$ cat config.mk
export PLATFORM = sky130hd
export DESIGN_NAME = positional_list_engine
export DESIGN_NICKNAME = d
export VERILOG_FILES = /design/src/sv/ple_pkg.sv /design/src/sv/positional_list_engine.sv /design/src/sv/ple_ram.sv
export SDC_FILE = /design/constraint.sdc
export NUM_CORES = 1
export LEC_CHECK = 0
export BUFFER_PORTS_ARGS = -buffer_cell sky130_fd_sc_hd__clkbuf_2
export CORE_MARGIN = 3
export CORE_UTILIZATION = 46
export CTS_BUF_LIST = sky130_fd_sc_hd__clkbuf_8 sky130_fd_sc_hd__clkbuf_16
export DETAILED_ROUTE_END_ITERATION = 8
export GPL_ROUTABILITY_DRIVEN = 0
export PLACE_DENSITY = 0.61
export SYNTH_ARGS = -nofsm -noshare
export SYNTH_HDL_FRONTEND = slang
export SYNTH_SLANG_ARGS = --single-unit
$ cat constraint.sdc
create_clock -name clk_i -period 8.7 [get_ports clk_i]
set_input_delay 0.87 -clock clk_i [delete_from_list [all_inputs] [get_ports clk_i]]
set_output_delay 0.87 -clock clk_i [all_outputs]
set_load 0.02 [all_outputs]
$ cat src/sv/ple_pkg.sv
// Shared types and constants for the positional list engine.
// Holds command codes, controller state codes and the fixed field widths.
// No dependencies.
package ple_pkg;

  // Field widths of the request and result items
  localparam int unsigned CmdW     = 3;
  localparam int unsigned PosW     = 6;
  localparam int unsigned ValW     = 32;
  localparam int unsigned LenW     = 6;
  localparam int unsigned STdataW  = 40;  // position + value, padded to bytes
  localparam int unsigned MTdataW  = 48;  // ok + read_value + found + length

  // Command codes
  typedef enum logic [CmdW-1:0] {
    CMD_INSERT = 3'd0,
    CMD_DELETE = 3'd1,
    CMD_GET    = 3'd2,
    CMD_LOCATE = 3'd3,
    CMD_CLEAR  = 3'd4
  } cmd_e;

  // Controller states, one-hot
  typedef enum logic [2:0] {
    ST_IDLE = 3'b001,
    ST_RUN  = 3'b010,
    ST_FIN  = 3'b100
  } state_e;

endpackage

$ cat src/sv/positional_list_engine.sv
// Positional list engine: ordered list of signed 32-bit values in one RAM; uses ple_pkg, ple_ram.
// Clear, rejects, appends and locates on an empty list need no RAM read; get reads one entry;
// insert and delete shift the entries behind the position; locate scans until the first hit.
// One request at a time, one RAM move per cycle; the next is taken once the result loads, and
// a result still held in the output register stalls the engine before that load.
// Reset: length goes to zero at once; the RAM is not cleared (only 1..length is ever read).
module positional_list_engine
  import ple_pkg::*;
#(
  parameter int unsigned CAPACITY = 32
) (
  input  logic               clk_i,
  input  logic               rst_ni,
  // Request channel
  input  logic               s_axis_tvalid_i,
  output logic               s_axis_tready_o,
  input  logic [STdataW-1:0] s_axis_tdata_i,  // position[5:0], value[37:6], zero pad
  input  logic [CmdW-1:0]    s_axis_tuser_i,  // cmd[2:0]
  // Result channel
  output logic               m_axis_tvalid_o,
  input  logic               m_axis_tready_i,
  output logic [MTdataW-1:0] m_axis_tdata_o   // ok[0], read_value[32:1],
                                              // found_position[38:33],
                                              // length[44:39], zero pad
);

  localparam int unsigned AW = (CAPACITY > 1) ? $clog2(CAPACITY) : 1;
  localparam int unsigned CW = $clog2(CAPACITY + 1);
  localparam int unsigned EW = ((CW > PosW) ? CW : PosW) + 1;

  // Request fields
  logic [PosW-1:0] in_pos;
  logic [ValW-1:0] in_val;
  cmd_e            in_cmd;
  assign in_pos = s_axis_tdata_i[PosW-1:0];
  assign in_val = s_axis_tdata_i[PosW+ValW-1:PosW];
  assign in_cmd = cmd_e'(s_axis_tuser_i);

  // Control registers
  state_e         state_q, state_d;
  logic           rd_act_q, rd_act_d;
  logic           p_vld_q, p_vld_d;
  logic [CW-1:0]  cnt_q, cnt_d;
  logic           m_valid_q, m_valid_d;

  // Payload registers
  cmd_e            op_q, op_d;
  logic            ok_q, ok_d;
  logic [AW-1:0]   pa_q, pa_d;
  logic [ValW-1:0] val_q, val_d;
  logic [AW-1:0]   rd_ptr_q, rd_ptr_d;
  logic [AW-1:0]   rd_end_q, rd_end_d;
  logic            rd_up_q, rd_up_d;
  logic [AW-1:0]   p_addr_q, p_addr_d;
  logic [ValW-1:0] rdv_q, rdv_d;
  logic [LenW-1:0] fnd_q, fnd_d;
  logic            mo_ok_q, mo_ok_d;
  logic [ValW-1:0] mo_rdv_q, mo_rdv_d;
  logic [LenW-1:0] mo_fnd_q, mo_fnd_d;
  logic [LenW-1:0] mo_len_q, mo_len_d;

  // RAM port signals
  logic            ram_we;
  logic [AW-1:0]   ram_waddr;
  logic [ValW-1:0] ram_wdata;
  logic            ram_re;
  logic [ValW-1:0] ram_rdata;

  // Helpers
  logic            acc;
  logic            out_free;
  logic [EW-1:0]   pos_e, cnt_e, pm1_e, cm1_e, hit_e, len_e;

  assign acc      = s_axis_tvalid_i && s_axis_tready_o;
  assign out_free = !m_valid_q || m_axis_tready_i;
  assign pos_e    = EW'(in_pos);
  assign cnt_e    = EW'(cnt_q);
  assign pm1_e    = pos_e - EW'(1);
  assign cm1_e    = cnt_e - EW'(1);
  assign hit_e    = EW'(p_addr_q) + EW'(1);

  assign s_axis_tready_o = (state_q == ST_IDLE);

  // Controller
  always_comb begin
    state_d   = state_q;
    rd_act_d  = rd_act_q;
    p_vld_d   = 1'b0;
    cnt_d     = cnt_q;
    m_valid_d = m_valid_q && !m_axis_tready_i;
    op_d      = op_q;
    ok_d      = ok_q;
    pa_d      = pa_q;
    val_d     = val_q;
    rd_ptr_d  = rd_ptr_q;
    rd_end_d  = rd_end_q;
    rd_up_d   = rd_up_q;
    p_addr_d  = rd_ptr_q;
    rdv_d     = rdv_q;
    fnd_d     = fnd_q;
    mo_ok_d   = mo_ok_q;
    mo_rdv_d  = mo_rdv_q;
    mo_fnd_d  = mo_fnd_q;
    mo_len_d  = mo_len_q;
    ram_we    = 1'b0;
    ram_waddr = '0;
    ram_wdata = val_q;
    ram_re    = 1'b0;
    len_e     = cnt_e;

    case (state_q)
      ST_IDLE: begin
        if (acc) begin
          state_d  = ST_RUN;
          op_d     = in_cmd;
          val_d    = in_val;
          pa_d     = pm1_e[AW-1:0];
          rdv_d    = '0;
          fnd_d    = '0;
          ok_d     = 1'b0;
          rd_act_d = 1'b0;
          rd_ptr_d = pm1_e[AW-1:0];
          rd_end_d = cm1_e[AW-1:0];
          rd_up_d  = 1'b1;
          case (in_cmd)
            CMD_INSERT: begin
              ok_d = (pos_e != '0) && (pos_e <= cnt_e + EW'(1)) &&
                     (cnt_e < EW'(CAPACITY));
              // entries from the tail down to the position move back by one
              rd_act_d = ok_d && (pos_e <= cnt_e);
              rd_ptr_d = cm1_e[AW-1:0];
              rd_end_d = pm1_e[AW-1:0];
              rd_up_d  = 1'b0;
            end
            CMD_DELETE: begin
              ok_d     = (pos_e != '0) && (pos_e <= cnt_e);
              rd_act_d = ok_d;
            end
            CMD_GET: begin
              ok_d     = (pos_e != '0) && (pos_e <= cnt_e);
              rd_act_d = ok_d;
              rd_end_d = pm1_e[AW-1:0];
            end
            CMD_LOCATE: begin
              ok_d     = 1'b1;
              rd_act_d = (cnt_q != '0);
              rd_ptr_d = '0;
            end
            CMD_CLEAR: begin
              ok_d = 1'b1;
            end
            default: begin
              ok_d = 1'b0;
            end
          endcase
        end
      end

      ST_RUN: begin
        // issue one read per cycle
        if (rd_act_q) begin
          ram_re  = 1'b1;
          p_vld_d = 1'b1;
          if (rd_ptr_q == rd_end_q) begin
            rd_act_d = 1'b0;
          end else if (rd_up_q) begin
            rd_ptr_d = rd_ptr_q + AW'(1);
          end else begin
            rd_ptr_d = rd_ptr_q - AW'(1);
          end
        end
        // handle the entry read in the previous cycle
        if (p_vld_q) begin
          case (op_q)
            CMD_INSERT: begin
              ram_we    = 1'b1;
              ram_waddr = p_addr_q + AW'(1);
              ram_wdata = ram_rdata;
            end
            CMD_DELETE: begin
              if (p_addr_q == pa_q) begin
                rdv_d = ram_rdata;
              end else begin
                ram_we    = 1'b1;
                ram_waddr = p_addr_q - AW'(1);
                ram_wdata = ram_rdata;
              end
            end
            CMD_GET: begin
              rdv_d = ram_rdata;
            end
            CMD_LOCATE: begin
              if (ram_rdata == val_q) begin
                fnd_d    = hit_e[LenW-1:0];
                rd_act_d = 1'b0;
                p_vld_d  = 1'b0;
              end
            end
            default: begin
              rdv_d = rdv_q;
            end
          endcase
        end
        if (!rd_act_q && !p_vld_q) begin
          state_d = ST_FIN;
        end
      end

      ST_FIN: begin
        // final write, length update and result load
        if (out_free) begin
          state_d   = ST_IDLE;
          m_valid_d = 1'b1;
          case (op_q)
            CMD_INSERT: begin
              if (ok_q) begin
                ram_we    = 1'b1;
                ram_waddr = pa_q;
                ram_wdata = val_q;
                cnt_d     = cnt_q + CW'(1);
                len_e     = cnt_e + EW'(1);
              end
            end
            CMD_DELETE: begin
              if (ok_q) begin
                cnt_d = cnt_q - CW'(1);
                len_e = cm1_e;
              end
            end
            CMD_CLEAR: begin
              cnt_d = '0;
              len_e = '0;
            end
            default: begin
              len_e = cnt_e;
            end
          endcase
          mo_ok_d  = ok_q;
          mo_rdv_d = rdv_q;
          mo_fnd_d = fnd_q;
          mo_len_d = len_e[LenW-1:0];
        end
      end

      default: begin
        state_d = ST_IDLE;
      end
    endcase
  end

  // Control state
  always_ff @(posedge clk_i or negedge rst_ni) begin
    if (!rst_ni) begin
      state_q   <= ST_IDLE;
      rd_act_q  <= 1'b0;
      p_vld_q   <= 1'b0;
      cnt_q     <= '0;
      m_valid_q <= 1'b0;
    end else begin
      state_q   <= state_d;
      rd_act_q  <= rd_act_d;
      p_vld_q   <= p_vld_d;
      cnt_q     <= cnt_d;
      m_valid_q <= m_valid_d;
    end
  end

  // Payload
  always_ff @(posedge clk_i) begin
    op_q     <= op_d;
    ok_q     <= ok_d;
    pa_q     <= pa_d;
    val_q    <= val_d;
    rd_ptr_q <= rd_ptr_d;
    rd_end_q <= rd_end_d;
    rd_up_q  <= rd_up_d;
    p_addr_q <= p_addr_d;
    rdv_q    <= rdv_d;
    fnd_q    <= fnd_d;
    mo_ok_q  <= mo_ok_d;
    mo_rdv_q <= mo_rdv_d;
    mo_fnd_q <= mo_fnd_d;
    mo_len_q <= mo_len_d;
  end

  // List storage
  ple_ram #(
    .Width (ValW),
    .Depth (CAPACITY)
  ) u_ram (
    .clk_i   (clk_i),
    .we_i    (ram_we),
    .waddr_i (ram_waddr),
    .wdata_i (ram_wdata),
    .re_i    (ram_re),
    .raddr_i (rd_ptr_q),
    .rdata_o (ram_rdata)
  );

  // Result channel
  assign m_axis_tvalid_o = m_valid_q;
  assign m_axis_tdata_o  = {
    {(MTdataW - 1 - ValW - 2*LenW){1'b0}}, mo_len_q, mo_fnd_q, mo_rdv_q, mo_ok_q
  };

endmodule

$ cat src/sv/ple_ram.sv
// Generic simple dual-port RAM: one write port, one registered read port.
// Used for the list storage. No dependencies.
module ple_ram #(
  parameter int unsigned Width = 32,
  parameter int unsigned Depth = 32
) (
  input  logic                     clk_i,
  input  logic                     we_i,
  input  logic [$clog2(Depth)-1:0] waddr_i,
  input  logic [Width-1:0]         wdata_i,
  input  logic                     re_i,
  input  logic [$clog2(Depth)-1:0] raddr_i,
  output logic [Width-1:0]         rdata_o
);

  logic [Width-1:0] mem_q [Depth];
  logic [Width-1:0] rdata_q;

  // Write port
  always_ff @(posedge clk_i) begin
    if (we_i) begin
      mem_q[waddr_i] <= wdata_i;
    end
  end

  // Registered read port
  always_ff @(posedge clk_i) begin
    if (re_i) begin
      rdata_q <= mem_q[raddr_i];
    end
  end

  assign rdata_o = rdata_q;

endmodule

# Yosys cells after proc, flatten, opt, wreduce, memory -nomap -nowiden
# Memory sizes are Yosys's and may differ from the RTL's. A register that Yosys moved wholly into a read port is not among the register bits.
# Cells that the tools add are included.
word_totals:
  register_bits: 152
  latchBits: 0
  mem_bits_rw: 1024
  rom_bits: 0
  out_inout_bits: 50
  memories: 1
memory_table:
  columns: ["name", "depth", "width", "rd", "rd_clocked_by_memory_dff", "write_ports", "line_no", "rtl"]
  rows:
  - ["u_ram.mem_q", 32, 32, 1, 1, 1, "ple_ram.sv:16", "logic [Width-1:0] mem_q [Depth];"]
classes:
  addsub: 10
  n_mul: 0
  div_mod_pow: 0
  order_cmp: 3
  eq_ne: 26
  shifts: 0
  muxes: 65
  n_bitwise: 0
  reduce_logical: 29
op_table:
  columns: ["cell", "n"]
  rows:
  - ["two-way mux 32 bit", 6]
  - ["one-hot mux 32 bit (2 select lines)", 3]
  - ["two-way mux 5 bit", 10]
  - ["two-way mux 6 bit", 8]
  - ["one-hot mux 5 bit (2 select lines)", 4]
  - ["one-hot mux 6 bit (3 select lines)", 2]
  - ["== test 32 bit", 1]
  - ["two-way mux 1 bit", 22]
  - ["!= test 2 bit (second input constant)", 8]
  - ["== test 3 x 2 -> 1 bit (second input constant)", 5]
  - ["AND reduction 5 bit", 3]
  - ["subtractor 5 x 1 -> 5 bit (second input constant)", 3]
  - ["one-hot mux 6 bit (2 select lines)", 1]
  - ["subtractor 6 x 1 -> 6 bit (second input constant)", 2]
  - ["adder 5 x 1 -> 5 bit (second input constant)", 2]
  - ["== test 5 bit", 2]
  - ["== test 3 x 1 -> 1 bit (second input constant)", 3]
  - ["== test 3 bit (second input constant)", 3]
  - ["two-way mux 3 bit", 3]
  - ["one-hot mux 3 bit (3 select lines)", 1]
  - ["adder 6 x 1 -> 7 bit (second input constant)", 1]
  - ["<= comparator 6 x 7 -> 1 bit", 1]
  - ["logical AND 1 bit", 7]
  - ["nonzero test 7 bit", 1]
  - ["other kinds (19)", 31]

# Longest topological paths before layout
# Gate-level depths: netlist of the first run.
logic_depth:
  word_depth: 8
  mapped_depth: 10
  depth_no_buf: 10

# By module
# From an unflattened synthesis of the first run, not the netlist that was laid out.
hier_totals:
  cells_unflattened: 2817
  hier_area_um2: 48307.6
by_module_without_submodules:
  columns: ["module", "n_inst", "cells_per_inst", "area_per_inst_um2"]
  rows:
  - ["ple_ram", 1, 2260, 40812.9]
  - ["positional_list_engine", 1, 557, 7494.7]

# Worst setup path after synthesis of the first run
# OpenSTA, ideal clock, no wires.
synth_path:
  path_kind: "input port to flip-flop"
  startpoint: "in m_axis_tready_i"
  endpoint: "mem u_ram.mem_q[29][0] (enable)"
  setup_time_ps: 468
  t_arrival_ps: 4279
  setup_slack_ps: 3954
  cell_stages: 6
  n_path_buf: 1
  path_cell_list: "nor2b_1 nor4_4 a221oi_1 nand2b_1 clkbuf_1 nor3b_1"
synth_between:
  elab_chain_len: 5
  elab_cells_between_ends: 7
  cone_classes: "mux (6); reduce/logical (1)"
synth_rtl:
  columns: ["element", "line_no", "rtl"]
  rows:
  - ["start: declaration", "positional_list_engine.sv:21", "input logic m_axis_tready_i,"]
  - ["logical OR 1 bit *", "positional_list_engine.sv:75", "assign out_free = !m_valid_q || m_axis_tready_i;"]
  - ["two-way mux 1 bit", "positional_list_engine.sv:211", "if (out_free) begin"]
  - ["one-hot mux 1 bit (2 select lines)", "positional_list_engine.sv:111", "case (state_q)"]
  - ["two-way mux 1 bit", "ple_ram.sv:21", "if (we_i) begin"]
  - ["two-way mux 1 bit (not written as such)", "ple_ram.sv:22", "mem_q[waddr_i] <= wdata_i;"]
  - ["end: declaration", "ple_ram.sv:16", null]
# Every way passes the cells marked *; elsewhere a longest branch is shown, timed or not.

# Final worst setup path of the first run
layout_path:
  startpoint: "reg state_q[2]"
  endpoint: "mem u_ram.mem_q[17][23] (enable)"
layout_between:
  elab_chain_len: 4
  elab_cells_between_ends: 6
  cone_classes: "eq/ne (2); mux (4)"
layout_rtl:
  columns: ["element", "line_no", "rtl"]
  rows:
  - ["start: declaration", "positional_list_engine.sv:40", "state_e state_q, state_d;"]
  - ["start signal: assignment", "positional_list_engine.sv:260", "state_q <= state_d;"]
  - ["== test 3 bit or == test 3 x 2 -> 1 bit (tied branches)", "positional_list_engine.sv:111", null]
  - ["one-hot mux 1 bit (2 select lines)", "positional_list_engine.sv:111", null]
  - ["two-way mux 1 bit", "ple_ram.sv:21", null]
  - ["two-way mux 1 bit (not written as such)", "ple_ram.sv:22", null]
# Parallel ways exist; a longest one is shown, timed or not.

==> results of run 1 <==
==> state kept, by name, indices dropped and copies added (netlist names), 5 cells and up <==
signal and count:
u_ram.mem_q 1024, mo_rdv_q 32, rdv_q 32, u_ram.rdata_o 32
val_q 32, cnt_q 6, fnd_q 6, mo_fnd_q 6
mo_len_q 6, p_addr_d 5, p_addr_q 5, pa_q 5
rd_end_q 5
==> kinds of logic after synthesis <==
group / Yosys count / synth area share
AO/OA/AOI/OAI: 95 / 0.0136
XOR/XNOR: 66 / 0.0125
adder cells (fa/ha/maj): 20 / 0.00545
buffers and inverters: 126 / 0.0111
flip-flops: 1208 / 0.765
multiplexers: 394 / 0.170
other: 1 / 0.0000793
AND/OR/NAND/NOR: 189 / 0.0221
==> worst paths after layout <==
| kind | startpoint | end | slack, ns | depth (start not counted) |
|---|---|---|---|---|
| worst max register to register | state_q[2] | u_ram.mem_q[17][23] | 3.99 | 9 |
| worst min register to register | rdv_q[29] | mo_rdv_q[29] | 0.42 | 0 |
| worst max-delay path | state_q[2] | u_ram.mem_q[17][23] | 3.99 | 9 |
| worst min-delay path | rst_ni | cnt_q[2] | 0.09 | 1 |
| min in group clk_i | s_axis_tdata_i[26] | val_q[20] | 0.35 | 1 |
| max in group asynchronous | rst_ni | state_q[0] | 8.31 | 1 |
==> worst max-delay path: stages, from the launching register on <==
cell and delay, ns:
sky130_fd_sc_hd__dfrtp_1 0.46, sky130_fd_sc_hd__nor3b_4 0.22, sky130_fd_sc_hd__buf_4 0.53, sky130_fd_sc_hd__nand3_1 0.30
sky130_fd_sc_hd__a31oi_4 0.21, sky130_fd_sc_hd__buf_4 0.61, sky130_fd_sc_hd__a22oi_1 0.25, sky130_fd_sc_hd__nand2b_1 0.58
sky130_fd_sc_hd__nor2_4 0.54, sky130_fd_sc_hd__buf_4 0.60
==> metal layers <==
metal | vias up | wire (µm) | track usage
met2 | 915 | 53400 | 0.331
li1 | 9132 | - | -
met4 | 0 | 2550 | 0.0526
met3 | 175 | 8400 | 0.0363
met5 | - | 0 | 0
met1 | 12000 | 47500 | 0.307
==> cell usage in the layout, fill, tap and decap left out, types with 10 or more instances in the layout <==
cell	Yosys	layout
sky130_fd_sc_hd__edfxtp_1	1191	1191
sky130_fd_sc_hd__mux4_2	320	320
sky130_fd_sc_hd__clkbuf_16	0	119
sky130_fd_sc_hd__clkbuf_2	0	91
sky130_fd_sc_hd__mux2_2	67	67
sky130_fd_sc_hd__inv_1	22	49
sky130_fd_sc_hd__xnor2_1	48	48
sky130_fd_sc_hd__buf_4	5	46
sky130_fd_sc_hd__and2_1	38	37
sky130_fd_sc_hd__nor2_4	0	31
sky130_fd_sc_hd__clkinv_2	0	29
sky130_fd_sc_hd__clkinv_1	0	27
sky130_fd_sc_hd__nor2_1	52	21
sky130_fd_sc_hd__a21oi_1	19	19
sky130_fd_sc_hd__o21ai_0	20	19
sky130_fd_sc_hd__ha_1	19	19
sky130_fd_sc_hd__xor2_1	17	17
sky130_fd_sc_hd__nand3_1	17	17
sky130_fd_sc_hd__nand2_1	16	16
sky130_fd_sc_hd__nand4_1	12	12
sky130_fd_sc_hd__nand2b_1	11	11
sky130_fd_sc_hd__dfrtp_1	11	11
sky130_fd_sc_hd__nor3_1	11	10
==> through the flow <==
step / instance area (µm²) / hold slack (ns)
6_report: 53400 / 0.0857
5_1_grt: 53400 / 0.0725
4_1_cts: 53400 / 0.0471
3_5_place_dp: 49700 / 0.405
3_3_place_gp: 49700 / 0.402
2_1_floorplan: 47300 / 0.346
==> report_power, final <==
part | switching (mW) | internal, mW | total [mW]
Sequential | 0.178 | 6.90 | 7.07
Clock | 2.12 | 2.74 | 4.86
Combinational | 1.47 | 1.24 | 2.71
==> area by class of cell <==
cell class,instances,share of cell area
Clock inverter,98,0.0126
Antenna cell,1,0.0000469
Sequential cell,1208,0.678
Timing Repair Buffer,141,0.0165
Inverter,22,0.00155
Multi-Input combinational cell,767,0.203
Clock buffer,122,0.0566
Tap cell,1357,0.0318
==> results summary, run 1 <==
The number of synthesized flops with an enable pin came out at roughly 1,200. The count of final max-slew check failures is 0. The area of the placeable core came out at approximately 0.1 mm². The register area is 0.0362 mm².

The maximum clock insertion buffer count is 3. The highest clock rate came out at 0.212 GHz. In this run the worst path has a maximum fanout of 46.

The number of gates resized after CTS was 0. The startpoint type of the worst setup path is a register. The area added between synthesis and finish is 12.9%. The die area is around 0.11 mm². Clock latency on the worst-skew pair, taken at its later pin, is 0.69 ns. For this block, the routed nets add up to roughly 110,000 µm of wire. The number of register bits inferred by synthesis came out at 1,208. Setup repair after global routing left no endpoint under its margin. The standby leakage power is around 17 nW. The run finished with clean final reports.

The required time of the worst setup path came out at approximately 9.0 ns. The critical setup path kind is reg2reg. The sum of net half-perimeters after detailed placement came out at 58,900 µm.

The arrival time of the worst setup path is between 5 and 6 ns. The iteration-0 DRC count of the detailed router is between 2,000 and 2,500. The share of final-layout standard cells stronger than drive strength 1 came out at 0.315. The clock transition at the registers of the reported paths is roughly 0.06 ns. The clock tree from TritonCTS is built.

The synthesis warning total is 0. The hold buffer count at CTS came out at 0. The number of buffers inserted to repair setup after CTS came out at 0. Among all flip-flop cells after synthesis, the most frequent one is sky130_fd_sc_hd__edfxtp_1. The number of fillers in the final layout is between 7,000 and 8,000.

For this run the aggregate overflow at the end of global routing stands at 0. The unique cell type count in the Yosys netlist is 66. In the final routed layout, each cell accounts on average for 30.1 µm. The first global-routing pass estimated between 150,000 and 200,000 µm of wire. The post-route DRC violation count came out at 0. The number of port buffers came out at approximately 90. The non-filler instance count after layout is about 3,700.

The setup slack of the critical path after layout is between 3 and 4 ns. The proportion of netlist area held by the largest area contributor is 0.757. Using the TritonRoute via totals, the vias-per-cell ratio works out to just under 6.

The number of detailed-routing iterations run before antenna repair came out at 5. After synthesis, the share of flip-flops with an asynchronous set or reset is 0.00993. The worst setup path is captured at a register. The mean instance size in the synthesized netlist is between 20 and 25 µm². The die is about 330 µm tall. By count the netlist is led by 1,191 x sky130_fd_sc_hd__edfxtp_1, 320 x sky130_fd_sc_hd__mux4_2, 67 x sky130_fd_sc_hd__mux2_2. The number of hold-slack violations in the final timing report came to 0. The count of antenna-violating nets left after detailed routing is 0.

The tightest min-delay check is of the in2async type. The total negative setup slack is 0 ns. By area the synthesized netlist is led by sky130_fd_sc_hd__edfxtp_1 76%, sky130_fd_sc_hd__mux4_2 15%, sky130_fd_sc_hd__mux2_2 1.6%, sky130_fd_sc_hd__xnor2_1 0.89%, sky130_fd_sc_hd__dfrtp_1 0.58%.

The worst clock skew on the final layout is 0.0205 ns. The H-tree level count came out at 3. The power density of the placed cells is 274 mW/mm². The worst ir drop on vdd came out at about 0.23 mV.

The number of nets in the layout came out at about 2,300. The area occupied by multi-input gates came out at 0.0108 mm². The cell count after placement came out at between 3,000 and 4,000. The pre-CTS setup slack came out at 4.02 ns. The share of the Yosys chip area taken by registers is 0.765. The number of antenna violations at the first check in global routing is 0. The final period utilization came out at 0.542.

The mapped netlist covers 0.0473 mm². The buffer cell driving the clock tree root is sky130_fd_sc_hd__clkbuf_16. The overall power is approximately 15 mW.

The core occupancy in the finished layout came out at 0.528. The number of global-route vias before repair is 22,500. Summed over all instances, the cell type with the most area after synthesis is sky130_fd_sc_hd__edfxtp_1. The number of I/O pins is 97. The row count came out at between 100 and 150. The TritonCTS sink count is 1,208. The actual transition at the worst max-transition pin is approximately 1.3 ns. The clock buffer count from CTS came out at roughly 120.

The die width is roughly 330 µm. In the synthesized netlist, the number of instances is 2,099. For this block, the via count after detailed routing is 22,200. Entering global routing, the biggest net connects 150 pins.

Across every metal layer, demand over resource in global routing totals 0.210. The number of setup violations in the final report came out at 0. The relative slew slack is 0.132. The shortest period the worst path allows came out at between 4 and 5 ns. The max-cap violation count is 0. By instance count, the leading cell after synthesis is sky130_fd_sc_hd__edfxtp_1.

The initial core utilization is 0.468.
(Power assumes the default switching activity.)
==> inputs of run 2 (changes only) <==
- clock period: 8.7 -> 4.4 ns (I/O delays scaled with it)
==> run 2 against run 1 <==
Critical path depth fell by 2. Core utilization grew 0.83 points. Register-to-register slack got worse by 3.4 ns. Combinational power increased by 110%. Die area unchanged. Global-route usage is 0.25 points higher. Non-clock buffer count up 63. Fmax increased by 23%. Worst hold slack worse by 0.0081 ns. Sequential power rose by 98%. Clock-buffer cell count fell by 2.
==> results summary, run 2 (synthesis gave the netlist of run 1 again) <==
The flow ran to the end, and the final reports show no timing, DRC or antenna violations. Leaving out fill and tap cells, the most frequent cell in the layout is sky130_fd_sc_hd__edfxtp_1. Setup repair after global routing left no endpoint under its margin.

The number of hold-slack violations in the final timing report is 0 (unchanged). The die area came to 0.107 mm² (unchanged). The flip-flop count of the largest register after layout was 1,024 (unchanged). The tightest min-delay check is of the in2reg type. The power density of the placed cells is 538 mW/mm² (+96%). The share of final-layout standard cells stronger than drive strength 1 came out at 0.320 (+0.00529). The number of global-route vias before repair is 23,100 (+2.7%). The pre-CTS setup slack came out at 0.624 ns (-3.39 ns). The worst hold-check slack came out at 0.0776 ns (-0.00811 ns).

The total length of routed wires was 112,000 µm (+0.29%). The row count is 116 (unchanged). The setup slack of the critical path after layout is 0.567 ns (-3.42 ns). The clock buffer count from CTS came out at 119 (+1.7%).

The shortest period the worst path allows came out at 3.83 ns (-0.879 ns). The arrival time of the worst setup path came to 4.14 ns (-0.89 ns). Ranked by flip-flop count, first place goes to u_ram.mem_q. The TritonCTS sink count came to 1,208 (unchanged).

The count of antenna-violating nets left after detailed routing is 0 (unchanged). STA classifies the critical path endpoint as a register. The count of final max-slew check failures came out at 0 (unchanged).

The global-route congestion overflow total came out at 0 (unchanged). The die width is 327 µm (unchanged). The total negative setup slack is 0 ns (unchanged). The number of antenna violations at the first check in global routing came out at 3 (+3). The clock tree from TritonCTS is built. In the layout the commonest cells are 1,191 x sky130_fd_sc_hd__edfxtp_1, 320 x sky130_fd_sc_hd__mux4_2, 120 x sky130_fd_sc_hd__clkbuf_16, 91 x sky130_fd_sc_hd__clkbuf_2, 67 x sky130_fd_sc_hd__mux2_2. The average wire length per cell after detail routing came out at 29.7 µm (-1.3%). The global-route total usage across every layer came out at 0.212 (+0.00250).

The highest clock rate came out at 0.261 GHz (+23%). The number of port buffers is 91 (unchanged). The number of setup violations in the final report is 0 (unchanged).

The non-filler instance count after layout is 3,776 (+1.6%). The family of cells with the greatest summed delay on the critical path is simple AND/OR/NAND/NOR gates. The vias per cell is 5.89 (-1.3%).

The post-route DRC violation count is 0 (unchanged). For this design, the slowest cell found on the critical path is sky130_fd_sc_hd__buf_4. The area of the placeable core came out at 0.101 mm² (unchanged). The number of I/O pins came to 97 (unchanged). The antenna diode count is 0 (-1). The relative slew slack is 0.259 (+0.127). The peak fanout along the critical path is 23 (-50%). The number of nets in the layout was 2,389 (+2.8%). The H-tree level count came out at 3 (unchanged).

The initial core utilization was 0.468 (unchanged). The startpoint type of the worst setup path is a register. The tree is rooted in a sky130_fd_sc_hd__clkbuf_16. The required time of the worst setup path came to 4.71 ns (-4.31 ns). The wire length of the first global-routing pass came out at 162,000 µm (+1.2%). The iteration-0 DRC count of the detailed router came out at 2,623 (+16%). The clock transition at the registers of the reported paths came out at 0.06 ns (about the same). The cell count after placement came out at 3,525 (+0.86%). The worst ir drop on vdd came to 0.347 mV (+52%). The maximum clock insertion buffer count is 3 (unchanged).

The die height came to 327 µm (unchanged). The actual transition at the worst max-transition pin was 1.11 ns (-0.181 ns). The overall power is 29.2 mW (+99%). The largest stage delay on the critical path is 0.61 ns (about the same). The max-cap violation count is 0 (unchanged). The number of buffers inserted to repair setup after CTS is 0 (unchanged). The number of vias after detailed routing is 22,200 (+0.29%). The number of detailed-routing iterations run before antenna repair came out at 5 (unchanged). The count of buffering cells on the critical path with inverters included is 1 (-2). The worst clock skew on the final layout was 0.0316 ns (+0.0111 ns). The final period utilization is 0.871 (+0.330). The standby leakage power came out at 17.2 nW (+2.2%). The signal on the critical path passes through nor2_1 -> nand2_1 -> a2111oi_1 -> a221oi_1 -> or2_2 -> nor2_4 -> buf_4.

The latest clock arrival within the worst-skew pair is 0.70 ns (about the same). The sum of net half-perimeters after detailed placement is 63,800 µm (+8.3%). The number of fillers in the final layout is 7,712 (-1.1%).

Compared with the post-synthesis result, the final layout area differs by 14.7%. The critical setup path kind is reg2reg. The maximum number of pins on one net before global-route repair came out at 70 (-53%).
## run 2: path summary, 6_finish.rpt
| path | start | end | slack [ns] | cells after the start |
|---|---|---|---|---|
| max | op_q[2] | u_ram.mem_q[3][11] | 0.57 | 7 |
| min | s_axis_tuser_i[1] | op_q[1] | 0.08 | 1 |
| max reg2reg | op_q[2] | u_ram.mem_q[3][11] | 0.57 | 7 |
| min reg2reg | rdv_q[30] | mo_rdv_q[30] | 0.41 | 0 |
| max in group asynchronous | rst_ni | state_q[0] | 3.89 | 2 |
| min in group asynchronous | rst_ni | rd_act_q | 0.20 | 2 |
## run 2: repair_timing
action                                 CTS  global route
endpoints found under the hold margin   44             0
gates resized for setup                  0             0
hold buffers                            33             0
## run 2: area by class of cell
class	count	area, µm²	area share
clock buffer	120	3000	0.0554
tap	1357	1700	0.0313
sequential	1208	36200	0.667
inverter	22	82.6	0.00152
clock inverter	98	716	0.0132
timing repair buffer	204	1690	0.0311
multi-input combinational	767	10900	0.200
## run 2: power breakdown
part	leakage [nW]	total, mW	switching (mW)	internal [mW]
Clock	1.93	9.66	4.20	5.46
Combinational	4.29	5.56	3.01	2.55
Sequential	10.9	14.0	0.332	13.6
Total	17.2	29.2	7.54	21.6
## run 2: metal layers
layer | vias up | share of wire | GRT usage
li1 | 9270 | - | -
met1 | 11900 | 0.42 | 0.309
met2 | 893 | 0.48 | 0.332
met3 | 150 | 0.078 | 0.0451
met4 | 2 | 0.022 | 0.0507
met5 | - | 0.00012 | 0
## run 2: stage by stage
stage	utilization	area (µm²)
2_1_floorplan	-	47300
3_3_place_gp	0.497	50200
3_5_place_dp	0.497	50200
4_1_cts	0.537	54200
5_1_grt	0.537	54200
6_report	0.537	54200
==> inputs of run 3 (changes only) <==
- PLACE_DENSITY: 0.61 -> 0.63
- clock period: 4.4 -> 3.4 ns (I/O delays scaled with it)
==> run 3 against run 2 <==
Setup slack got worse by 0.30 ns. Combinational power rose by 38%. Sequential power rose by 29%. Total power rose by 29%. Core utilization rose by 0.71 points. Design area rose by 1.3%. Clock power rose by 25%. First-iteration DRC count fell by 8.6%. Global-route usage fell by 0.34 points. Largest cell class unchanged. Highest routed layer is now met4.
==> results summary, run 3 (synthesis gave the netlist of run 1 again) <==
The instance count on the critical path is 8 (+1). The average wire length per cell after detail routing is 28.6 µm (-3.8%). The post-route DRC violation count is 0 (unchanged).

The worst clock skew on the final layout is 0.0337 ns (+0.00216 ns). The number of I/O pins is 97 (unchanged). The largest stage delay on the critical path is 0.54 ns (-0.07 ns). The die width is 327 µm (unchanged). The die height is 327 µm (unchanged). The core occupancy in the finished layout came out at 0.544 (+0.00712). The row count came to 116 (unchanged).

The required time of the worst setup path came to 3.77 ns (-0.94 ns). The number of fillers in the final layout came out at 7,649 (-0.82%). Tracing the worst setup path back leads to its startpoint at state_q[2].

The area added between synthesis and finish is 16.2%. The maximum clock insertion buffer count is 3 (unchanged). The register-to-register setup slack was 0.27 ns (-0.30 ns).

The endpoint identified for the worst register-to-register timing path is u_ram.mem_q[23][30]. The standby leakage power is 17.5 nW (+2.1%). The number of global-route vias before repair is 23,200 (+0.37%).

The number of detailed-routing iterations run before antenna repair came out at 7 (+2). The actual transition at the worst max-transition pin is 0.816 ns (-0.295 ns). The type of the most critical hold path is in2reg. The H-tree level count is 3 (unchanged). The relative slew slack is 0.455 (+0.196). The number of vias after detailed routing is 22,400 (+0.72%). The count of antenna-violating nets left after detailed routing came out at 0 (unchanged). The arrival time of the worst setup path was 3.50 ns (-0.64 ns). The final period utilization is 0.922 (+0.0504). Clock tree synthesis selected as its root buffer the cell sky130_fd_sc_hd__clkbuf_16.

The wire length of the first global-routing pass came to 161,000 µm (-0.86%). The overall power is 37.7 mW (+29%). The run finished with clean final reports. The signal on the critical path passes through nor3b_4 -> nand3_1 -> buf_4 -> a2111oi_1 -> a221oi_1 -> or2_2 -> nor2_4 -> buf_4. The count of final max-slew check failures is 0 (unchanged). u_ram.mem_q holds more flip-flops than any other register. The max-cap violation count came to 0 (unchanged). The initial core utilization is 0.468 (unchanged).

The share of final-layout standard cells stronger than drive strength 1 came out at 0.333 (+0.0130). The die area came to 0.107 mm² (unchanged). The area of the placeable core was 0.101 mm² (unchanged).

The number of hold-slack violations in the final timing report came out at 0 (unchanged). The number of setup violations in the final report was 0 (unchanged). In the layout the commonest cells are 1,191 x sky130_fd_sc_hd__edfxtp_1, 320 x sky130_fd_sc_hd__mux4_2, 120 x sky130_fd_sc_hd__clkbuf_16, 91 x sky130_fd_sc_hd__clkbuf_2, 91 x sky130_fd_sc_hd__buf_4.

The total length of routed wires came out at 110,000 µm (-2.1%). The latest clock arrival within the worst-skew pair is 0.71 ns (about the same). The power density of the placed cells is 687 mW/mm² (+28%). The highest-delay cell along the critical path is sky130_fd_sc_hd__a2111oi_1. The shortest period the worst path allows came out at 3.13 ns (-0.700 ns).

The number of port buffers came out at 91 (unchanged). The peak fanout along the critical path is 11 (-52%). The vias per cell was 5.83 (-1.0%). Setup repair after global routing left no endpoint under its margin. The global-route total usage across every layer was 0.209 (-0.00345). The number of nets in the layout is 2,454 (+2.7%). The number of cell instances on the worst register-to-register path is 8 (+1).

The worst setup path is captured at a register. The flip-flop count of the largest register after layout is 1,024 (unchanged). Following the worst setup path forward leads to its endpoint at u_ram.mem_q[23][30]. Among cell families on the critical path, the largest total delay comes from simple AND/OR/NAND/NOR gates. The sum of net half-perimeters after detailed placement is 66,200 µm (+3.8%). TritonCTS built the clock tree. Counting stages on the worst path, the most repeated cell is sky130_fd_sc_hd__buf_4. The global-route congestion overflow total is 0 (unchanged). The worst ir drop on vdd came out at 0.423 mV (+22%). The critical setup path kind is reg2reg. The worst hold-check slack came to 0.0720 ns (-0.00561 ns).

The library cell used most frequently in the layout, excluding fill and tap cells, is sky130_fd_sc_hd__edfxtp_1. The count of buffering cells on the critical path with inverters included is 2 (+1). The clock transition at the registers of the reported paths was 0.06 ns (about the same). The clock buffer count from CTS came to 118 (-0.84%). The TritonCTS sink count came out at 1,208 (unchanged).

STA classifies the critical path startpoint as a register. The maximum number of pins on one net before global-route repair came out at 76 (+8.6%). The number of gates given a new drive strength after cts is 0 (unchanged).

The launch instance of the worst register-to-register path is state_q[2]. The highest clock rate is 0.319 GHz (+22%). The number of antenna violations at the first check in global routing is 4 (+1). The iteration-0 DRC count of the detailed router came out at 2,397 (-8.6%).
[run 3: changes by cell type in the layout (fill, tap and decap cells not counted), sizes merged, moves of 2 or more]
cell         before  now
buf              80  142
clkinv           58   62
dlygate4sd3      33   37
bufinv            9    4
clkinvlp          3    1
[run 3: how the worst min path moves through the flow]
stage,start,cells past startpoint,slack [ns],end
6_report,s_axis_tdata_i[0],2,0.07,rd_end_q[0]
5_1_grt,s_axis_tdata_i[0],2,0.02,rd_end_q[0]
2_1_floorplan,rst_ni,0,0.04,cnt_q[0]
3_3_place_gp,rst_ni,1,0.26,cnt_q[5]
3_5_place_dp,rst_ni,1,0.27,cnt_q[5]
4_1_cts,s_axis_tdata_i[0],2,0.01,rd_end_q[0]
[run 3: power breakdown]
group | internal, mW | total (mW) | switching (mW)
clock | 6.68 | 12.1 | 5.41
sequential | 17.6 | 18.0 | 0.326
combinational | 3.46 | 7.68 | 4.22
[run 3: per-stage QoR]
stage | setup WS [ns] | instances | area (µm²) | TNS, ns
after floorplan | -0.362 | 2101 | 47300 | -217.55
after global placement | 0.115 | 3585 | 50900 | 0
after detailed placement | 0.115 | 3585 | 50900 | 0
after CTS | 0.0865 | 3839 | 54900 | 0
after global routing | 0.0291 | 3841 | 54900 | 0
final | 0.266 | 3842 | 54900 | 0
[run 3: timing repair]
action                     4_1_cts  5_1_grt
hold buffers                    37        0
setup endpoints to repair        0       17
hold endpoints to repair        48        0
setup buffers                    0        2
[run 3: final cells by class]
cell class / instances / area (µm²) / area share
Timing Repair Buffer: 270 / 2530 / 0.0461
Inverter: 22 / 82.6 / 0.00150
Multi-Input combinational cell: 767 / 10900 / 0.198
Clock inverter: 96 / 576 / 0.0105
Clock buffer: 121 / 3020 / 0.0549
Antenna cell: 1 / 2.50 / 0.0000456
Sequential cell: 1208 / 36200 / 0.658
Tap cell: 1357 / 1700 / 0.0309
[run 3: layer usage]
layer	track usage	wire [µm]	part of all wire
met1	0.291	45700	0.42
met2	0.334	53500	0.49
met3	0.0477	7750	0.071
met4	0.0577	2880	0.026
met5	0	0	0
